===== src/design/opp_pkg.sv =====
// Shared types, codes and constants for the omnidirectional point projection block.
package opp_pkg;

  // Default sizes handed to the top-level parameters.
  localparam int COEFF_TERMS_DEF      = 20;
  localparam int ANGLE_ITERATIONS_DEF = 24;

  // Counter width and fixed step counts of the iterative units.
  localparam int STEP_W     = 6;
  localparam int SQRT_STEPS = 32;
  localparam int DIV_STEPS  = 63;

  // Request operation codes.
  localparam logic OP_LOAD    = 1'b0;
  localparam logic OP_PROJECT = 1'b1;

  // Configuration register indexes.
  localparam logic [2:0] REG_AFFINE_C   = 3'd0;
  localparam logic [2:0] REG_AFFINE_D   = 3'd1;
  localparam logic [2:0] REG_AFFINE_E   = 3'd2;
  localparam logic [2:0] REG_CENTER_COL = 3'd3;
  localparam logic [2:0] REG_CENTER_ROW = 3'd4;

  // Input request payload.
  typedef struct packed {
    logic               op;
    logic [4:0]         coef_index;
    logic signed [31:0] coef_value;
    logic signed [31:0] point_x;
    logic signed [31:0] point_y;
    logic signed [31:0] point_z;
  } opp_in_t;

  // Result payload.
  typedef struct packed {
    logic signed [31:0] pixel_col;
    logic signed [31:0] pixel_row;
    logic               valid_res;
  } opp_out_t;

  // Configuration register file contents.
  typedef struct packed {
    logic signed [31:0] affine_c;
    logic signed [31:0] affine_d;
    logic signed [31:0] affine_e;
    logic [28:0]        center_col;
    logic [28:0]        center_row;
  } opp_cfg_t;

  // Datapath operations issued by the controller.
  typedef enum logic [4:0] {
    DP_NOP,
    DP_LOAD,
    DP_SQX,
    DP_SQY,
    DP_SQSUM,
    DP_SQRT,
    DP_CINIT,
    DP_CORDIC,
    DP_HINIT,
    DP_HMUL,
    DP_HADD,
    DP_XMUL,
    DP_YMUL,
    DP_DPREP,
    DP_DIV,
    DP_XDONE,
    DP_YDONE,
    DP_CMUL,
    DP_DMUL,
    DP_EMUL,
    DP_COL,
    DP_ROW,
    DP_OUT
  } dp_op_t;

  // Command from controller to datapath.
  typedef struct packed {
    dp_op_t            op;
    logic [STEP_W-1:0] step;
  } dp_cmd_t;

  // Status from datapath to controller.
  typedef struct packed {
    logic norm_zero;
  } dp_stat_t;

  // Controller states.
  typedef enum logic [4:0] {
    ST_IDLE,
    ST_SQX,
    ST_SQY,
    ST_SQSUM,
    ST_SQRT,
    ST_CHECK,
    ST_CORDIC,
    ST_HINIT,
    ST_HMUL,
    ST_HADD,
    ST_XMUL,
    ST_XPREP,
    ST_XDIV,
    ST_XDONE,
    ST_YMUL,
    ST_YPREP,
    ST_YDIV,
    ST_YDONE,
    ST_CMUL,
    ST_DMUL,
    ST_EMUL,
    ST_COL,
    ST_ROW,
    ST_DONE
  } ctl_state_t;

  // Arctangent of 2^-i in Q2.30, truncated.
  function automatic logic [31:0] atan_f(input logic [4:0] i);
    logic [31:0] v;
    unique case (i)
      5'd0:  v = 32'h3243F6A8;
      5'd1:  v = 32'h1DAC6705;
      5'd2:  v = 32'h0FADBAFC;
      5'd3:  v = 32'h07F56EA6;
      5'd4:  v = 32'h03FEAB76;
      5'd5:  v = 32'h01FFD55B;
      5'd6:  v = 32'h00FFFAAA;
      5'd7:  v = 32'h007FFF55;
      5'd8:  v = 32'h003FFFEA;
      5'd9:  v = 32'h001FFFFD;
      5'd10: v = 32'h000FFFFF;
      5'd11: v = 32'h0007FFFF;
      5'd12: v = 32'h0003FFFF;
      5'd13: v = 32'h0001FFFF;
      5'd14: v = 32'h0000FFFF;
      5'd15: v = 32'h00007FFF;
      5'd16: v = 32'h00003FFF;
      5'd17: v = 32'h00001FFF;
      5'd18: v = 32'h00000FFF;
      5'd19: v = 32'h000007FF;
      5'd20: v = 32'h000003FF;
      5'd21: v = 32'h000001FF;
      5'd22: v = 32'h000000FF;
      5'd23: v = 32'h0000007F;
      5'd24: v = 32'h0000003F;
      5'd25: v = 32'h0000001F;
      5'd26: v = 32'h0000000F;
      5'd27: v = 32'h00000008;
      5'd28: v = 32'h00000004;
      5'd29: v = 32'h00000002;
      5'd30: v = 32'h00000001;
      default: v = 32'h00000000;
    endcase
    return v;
  endfunction

endpackage


===== src/design/opp_ctrl.sv =====
// Sequencer for the projection block: steps the datapath through one request.
module opp_ctrl #(
  parameter int COEFF_TERMS      = opp_pkg::COEFF_TERMS_DEF,
  parameter int ANGLE_ITERATIONS = opp_pkg::ANGLE_ITERATIONS_DEF
) (
  input  logic             clk,
  input  logic             rst_n,
  input  logic             in_valid,
  input  logic             in_op,
  output logic             in_stall,
  output logic             out_valid,
  input  logic             out_stall,
  output opp_pkg::dp_cmd_t cmd,
  input  opp_pkg::dp_stat_t stat
);
  import opp_pkg::*;

  ctl_state_t        state_r, state_nxt;
  logic [STEP_W-1:0] cnt_r, cnt_nxt;
  logic              out_valid_r, out_valid_nxt;
  logic              out_load;

  // State and counter registers.
  always_ff @(posedge clk) begin
    if (!rst_n) begin
      state_r     <= ST_IDLE;
      cnt_r       <= '0;
      out_valid_r <= 1'b0;
    end else begin
      state_r     <= state_nxt;
      cnt_r       <= cnt_nxt;
      out_valid_r <= out_valid_nxt;
    end
  end

  // The result register can take a new result when empty or being drained.
  assign out_load = (state_r == ST_DONE) && (!out_valid_r || !out_stall);

  // Next state and step counter.
  always_comb begin
    state_nxt = state_r;
    cnt_nxt   = cnt_r;
    unique case (state_r)
      ST_IDLE: begin
        if (in_valid && in_op == OP_PROJECT) state_nxt = ST_SQX;
      end
      ST_SQX:   state_nxt = ST_SQY;
      ST_SQY:   state_nxt = ST_SQSUM;
      ST_SQSUM: begin
        state_nxt = ST_SQRT;
        cnt_nxt   = '0;
      end
      ST_SQRT: begin
        if (cnt_r == STEP_W'(SQRT_STEPS - 1)) state_nxt = ST_CHECK;
        else cnt_nxt = cnt_r + 1'b1;
      end
      ST_CHECK: begin
        cnt_nxt = '0;
        if (stat.norm_zero) state_nxt = ST_DONE;
        else state_nxt = ST_CORDIC;
      end
      ST_CORDIC: begin
        if (cnt_r == STEP_W'(ANGLE_ITERATIONS - 1)) state_nxt = ST_HINIT;
        else cnt_nxt = cnt_r + 1'b1;
      end
      ST_HINIT: begin
        if (COEFF_TERMS > 1) begin
          state_nxt = ST_HMUL;
          cnt_nxt   = STEP_W'(COEFF_TERMS - 2);
        end else begin
          state_nxt = ST_XMUL;
        end
      end
      ST_HMUL: state_nxt = ST_HADD;
      ST_HADD: begin
        if (cnt_r == '0) state_nxt = ST_XMUL;
        else begin
          state_nxt = ST_HMUL;
          cnt_nxt   = cnt_r - 1'b1;
        end
      end
      ST_XMUL: state_nxt = ST_XPREP;
      ST_XPREP: begin
        state_nxt = ST_XDIV;
        cnt_nxt   = '0;
      end
      ST_XDIV: begin
        if (cnt_r == STEP_W'(DIV_STEPS - 1)) state_nxt = ST_XDONE;
        else cnt_nxt = cnt_r + 1'b1;
      end
      ST_XDONE: state_nxt = ST_YMUL;
      ST_YMUL:  state_nxt = ST_YPREP;
      ST_YPREP: begin
        state_nxt = ST_YDIV;
        cnt_nxt   = '0;
      end
      ST_YDIV: begin
        if (cnt_r == STEP_W'(DIV_STEPS - 1)) state_nxt = ST_YDONE;
        else cnt_nxt = cnt_r + 1'b1;
      end
      ST_YDONE: state_nxt = ST_CMUL;
      ST_CMUL:  state_nxt = ST_DMUL;
      ST_DMUL:  state_nxt = ST_EMUL;
      ST_EMUL:  state_nxt = ST_COL;
      ST_COL:   state_nxt = ST_ROW;
      ST_ROW:   state_nxt = ST_DONE;
      ST_DONE: begin
        if (out_load) state_nxt = ST_IDLE;
      end
      default: state_nxt = ST_IDLE;
    endcase
  end

  // Datapath commands and handshake outputs.
  always_comb begin
    cmd.step = cnt_r;
    cmd.op   = DP_NOP;
    unique case (state_r)
      ST_IDLE:   cmd.op = in_valid ? DP_LOAD : DP_NOP;
      ST_SQX:    cmd.op = DP_SQX;
      ST_SQY:    cmd.op = DP_SQY;
      ST_SQSUM:  cmd.op = DP_SQSUM;
      ST_SQRT:   cmd.op = DP_SQRT;
      ST_CHECK:  cmd.op = DP_CINIT;
      ST_CORDIC: cmd.op = DP_CORDIC;
      ST_HINIT:  cmd.op = DP_HINIT;
      ST_HMUL:   cmd.op = DP_HMUL;
      ST_HADD:   cmd.op = DP_HADD;
      ST_XMUL:   cmd.op = DP_XMUL;
      ST_XPREP:  cmd.op = DP_DPREP;
      ST_XDIV:   cmd.op = DP_DIV;
      ST_XDONE:  cmd.op = DP_XDONE;
      ST_YMUL:   cmd.op = DP_YMUL;
      ST_YPREP:  cmd.op = DP_DPREP;
      ST_YDIV:   cmd.op = DP_DIV;
      ST_YDONE:  cmd.op = DP_YDONE;
      ST_CMUL:   cmd.op = DP_CMUL;
      ST_DMUL:   cmd.op = DP_DMUL;
      ST_EMUL:   cmd.op = DP_EMUL;
      ST_COL:    cmd.op = DP_COL;
      ST_ROW:    cmd.op = DP_ROW;
      ST_DONE:   cmd.op = out_load ? DP_OUT : DP_NOP;
      default:   cmd.op = DP_NOP;
    endcase
  end

  // Result valid: set on load, cleared once taken.
  always_comb begin
    if (out_load) out_valid_nxt = 1'b1;
    else if (!out_stall) out_valid_nxt = 1'b0;
    else out_valid_nxt = out_valid_r;
  end

  assign in_stall  = (state_r != ST_IDLE);
  assign out_valid = out_valid_r;

endmodule


===== config.mk =====
export PLATFORM = sky130hd
export DESIGN_NAME = opp_ctrl
export DESIGN_NICKNAME = d
export VERILOG_FILES = /design/src/design/opp_pkg.sv /design/src/design/opp_ctrl.sv
export SDC_FILE = /design/constraint.sdc
export NUM_CORES = 1
export LEC_CHECK = 0
export ABC_AREA = 0
export BUFFER_PORTS_ARGS = -buffer_cell sky130_fd_sc_hd__buf_2
export CELL_PAD_IN_SITES_DETAIL_PLACEMENT = 1
export CELL_PAD_IN_SITES_GLOBAL_PLACEMENT = 1
export CORE_MARGIN = 2
export CORE_UTILIZATION = 42
export CTS_BUF_LIST = sky130_fd_sc_hd__clkbuf_8
export CTS_CLUSTER_SIZE = 25
export DETAILED_ROUTE_END_ITERATION = 10
export GPL_TIMING_DRIVEN = 0
export PLACE_DENSITY = 0.89
export SLEW_MARGIN = 20
export SYNTH_ARGS = -nofsm -noshare
export SYNTH_HDL_FRONTEND = slang
export SYNTH_SLANG_ARGS = --single-unit

===== constraint.sdc =====
create_clock -name clk -period 2.64 [get_ports clk]
set_input_delay 0.396 -clock clk [delete_from_list [all_inputs] [get_ports clk]]
set_output_delay 0.396 -clock clk [all_outputs]
set_load 0.05 [all_outputs]

Word level (Yosys, flattened, before mapping):

Cells that the tools add are included.

* flip-flop bits (word level): 12
* word-level logic and storage cells: 75
* output and inout bits: 13

* reductions and logical operators: 14
* $add $sub $neg: 2
* muxes and demuxes: 19
* equal/unequal tests: 37

Operator list (count)
* $pmux W5 S24: 1
* $pmux W5 S22: 1
* $eq A5 B4 Y1 const B: 8
* $eq A5 B5 Y1 const B: 8
* $mux W5: 8
* $pmux W6 S6: 1
* $mux W6: 4
* $eq A5 B3 Y1 const B: 4
* $ne A2 B2 Y1 const B: 10
* $eq A6 B5 Y1 const B: 2
* $eq A5 B2 Y1 const B: 2
* $add A6 B1 Y6 const B: 1
* $eq A6 B6 Y1 const B: 1
* $logic_not A6 Y1: 1
* $reduce_and A6 Y1: 1
* $reduce_bool A6 Y1: 1
* $sub A6 B1 Y6 const B: 1
* $eq A5 B1 Y1 const B: 1
* $logic_not A5 Y1: 1
* $reduce_and A5 Y1: 1
* $reduce_bool A5 Y1: 1
* $reduce_or A2 Y1: 2
* $reduce_or A4 Y1: 1
* $mux W1: 3
* other kinds (5): 7

Longest topological paths before layout:

* depth after elaboration: 5
* gate-level depth with buffers: 11

Worst setup path after synthesis:

Ideal clock, no wire load.

* kind: register -> output
* start point: register state_r[4]
* end point: output cmd[8] in the netlist's numbering
* data required time: 2.244 ns
* path buffers: 3
* slack: 0.056 ns
* arrival: 2.188 ns
* stages on the path, launching flop included: 6
* cell sequence: dfxtp_1 -> buf_6 -> buf_2 -> buf_1 -> a21oi_1 -> a211oi_1

RTL lines
* start: declaration: RTL line opp_ctrl.sv:18 `ctl_state_t state_r, state_nxt;`
* start signal: assignment: RTL line opp_ctrl.sv:30 `state_r <= state_nxt;`
* end: declaration: RTL line opp_ctrl.sv:13 `output opp_pkg::dp_cmd_t cmd,`

==> out/results.ini <==
[run_status]
status = finished, final reports clean

[synthesis]
syn-num-nets = 170
synth.distinct_cells = 55
synthFlopType = dfxtp_1
synth.area.mux_share = 0
syn_area_sq_mm = 0.001197
synth_edf_count = 0
ys_ff_latch = 12
synth-xor-area-share = 0.03657
synthAdderAreaFrac = 0.05852
yosysSeqAreaShare = 0.2006
synth_compound_area_frac = 0.3271
synthSimpleGateAreaFrac = 0.2853
synth-async-reset-ratio = 0
synth_top_family_by_area = compound AO/OA/AOI/OAI gates
yosysWarnings = 0
synthCells = 159
syn_area_per_cell_sq_um = 7.531

[floorplan]
initial_core_util = 0.4380
num_rows = 19
floorplan.core_area_sq_mm = 0.002734
die-area_sq_mm = 0.003294
fp.dieH_um = 57.40
io_pins = 19
dieWidth_um = 57.40

[detailed_routing]
via_count = 1311
drc = 0
wl_per_cell_um = 18.50
ant_nets = 0
routed_wl_um = 3923
drtIter0Drc = 34
vias_per_cell = 6.184
drtPass1Iterations = 4

[placement]
port_buffers = 18
place_area_sq_mm = 0.001326
gp_congestion = 0.8811
dp_hpwl_um = 2941

[clock_network]
clk_path_buf_depth = 2
post_cts_resize_count = 0
postCtsHoldBufs = 0
postCtsSetupBuffers = 0
ctsRootBufferMaster = clkbuf_8
clkSlewWorstSetupHoldPaths_ps = 60
h-tree-depth = 1
numClockSinks = 12
cts_tree = done
numCtsBuffers = 3
worstSkewPairLatency_ps = 240

[setup_path]
cp_max_fo = 10
crit_path_end_kind = primary output
crit_family = buffers and inverters
cpMostUsedCell = buf_2
worstPathArrival_ps = 1970
slowest_stage = buf_1
regToRegSetupSlack_ps = 310
crit_path_max_incr_delay_ps = 370
r2r-start = state_r[0]$_SDFFE_PN0P_
critPathLaunchType = flip-flop
critPathKind = reg -> out
crit_chain = buf_6 > buf_2 > buf_1 > a21oi_1 > a211oi_1 > buf_2
cp_num_buf_inv = 4
crit_required_ps = 2240
regToRegEndpoint = cnt_r[5]$_SDFFE_PN0P_
r2r_cells = 10

[final_layout]
insertedDiodeCount = 0
final_nets = 193
multi_input_area_sq_um = 847.1
ff_latch_area_sq_um = 240.2
final_common_cell = buf_2
fin_area_sq_mm = 0.001381
final_cell_mix = buf_2, nor2_1, nand2_1
layout-drive-gt1-share = 0.2376
fillCellCount = 364
area_growth_pct = 15.36

[power]
p_sw_uw = 318.9
pwr-share-clk = 0.272
netSwitchingFraction = 0.4259
powerDensity_mw_per_mm2 = 542.1
leakage_uw = 0.0006078
internal_power_uw = 429.9
seqPwrFrac = 0.284
ir_worst_vdd_v = 0.0003820
combPwrFrac = 0.444

[sta]
finClkSkew_ps = 2.002
post-route-min-period_ps = 2362
tns_ps = 0
rsz0062_at_grt = no
timing.slew.headroom = 0.6145
max_freq_ghz = 0.4234
final-setup-viol-count = 0
worst_pin_slew_ps = 578.3
drv_slew = 0
fin_crit_sh = 0.8947
finalHoldViolations = 0

[grt]
grt_max_degree = 11
grt_overflow = 0
track_usage = 0.2597
grt_pass1_wl_um = 6630
antenna_found_initial = 0
grt_pass1_vias = 1346

[hold_path]
hp-start = rst_n
worstHoldPathType = in -> reg
whs_endpoint = cnt_r[4]$_SDFFE_PN0P_
min_path_cells = 2

[flow_run]
drv_cap = 0

-- stage by stage --
stage | power, uW | util | std cells | setup WS, ps | hold slack [ps]
detailed placement | 542.7 | 0.4851 | 208 | 305.0 | 561.3
global placement | 530.8 | 0.4851 | 208 | 473.8 | 537.8
floorplan | 466.0 | - | 159 | 55.80 | 529.4
global route | 789.4 | 0.5053 | 212 | 32.82 | 457.8
finish | 748.8 | 0.5053 | 212 | 278.1 | 446.8
CTS | 748.8 | 0.5053 | 212 | 283.0 | 439.5
-- cells in the mapped netlist (2+ instances only) --
cell | n | area share
ha_1 | 4 | 0.042
inv_1 | 6 | 0.019
nand2b_1 | 3 | 0.016
nor2_1 | 16 | 0.050
a21o_1 | 3 | 0.019
buf_6 | 4 | 0.038
a21oi_1 | 11 | 0.046
a31oi_1 | 4 | 0.021
dfxtp_1 | 12 | 0.20
o21ai_1 | 2 | 0.0084
nand3_1 | 9 | 0.038
buf_2 | 4 | 0.017
o21a_1 | 2 | 0.013
o41ai_2 | 2 | 0.027
nor2b_2 | 2 | 0.015
clkbuf_1 | 3 | 0.0094
a211oi_1 | 5 | 0.031
o21ai_0 | 8 | 0.033
xor2_1 | 4 | 0.029
and3_1 | 3 | 0.016
or3_1 | 3 | 0.016
o22ai_1 | 4 | 0.021
nand2_1 | 13 | 0.041
-- state kept, by name, indices dropped and copies added (netlist names) --
name,count
cnt_r,6
out_valid,1
state_r,5
-- routing by layer --
metal	up-vias	track usage	share of wire	routed length (um)
li1	625	-	-	-
met1	651	0.3431	0.46	1808
met2	31	0.4140	0.48	1882
met3	4	0.06122	0.046	179
met4	0	0.08970	0.014	53
met5	-	0	0	0
-- how the worst max path moves through the flow --
stage                                  from                     to  slack, ps  cells past startpoint
floorplan           state_r[4]$_SDFFE_PN0P_                 cmd[8]         60                      5
global placement    state_r[4]$_SDFFE_PN0P_  cnt_r[4]$_SDFFE_PN0P_        470                     10
detailed placement  state_r[0]$_SDFFE_PN0P_  cnt_r[5]$_SDFFE_PN0P_        300                     10
CTS                 state_r[4]$_SDFFE_PN0P_                 cmd[8]        280                      6
global route        state_r[0]$_SDFFE_PN0P_  cnt_r[5]$_SDFFE_PN0P_         30                     10
finish              state_r[4]$_SDFFE_PN0P_                 cmd[8]        280                      6
-- layout make-up --
cell class	count	share of cell area
buffer	13	0.06341
clock buffer	4	0.03986
inverter	6	0.01630
multi-input combinational	128	0.6132
sequential	12	0.1739
tap	31	0.02808
timing repair buffer	18	0.06522
-- cells by family (layout without fill, tap and decap cells) --
logic type | Yosys count | after routing
flops | 12 | 12
fa+ha+maj | 5 | 5
buf+inv | 19 | 41
simple gates | 64 | 64
xor+xnor | 5 | 5
compound gates | 54 | 54
-- power groups by stage --
stage / registers, uW / clock network, uW / logic, uW
after CTS: 212 / 207 / 330
final: 213 / 203 / 333
after global placement: 214 / 0 / 317
after detailed placement: 216 / 0 / 327
after floorplan: 233 / 0 / 233
after global routing: 215 / 216 / 358
Note: power is estimated with default switching activity, not from simulation.
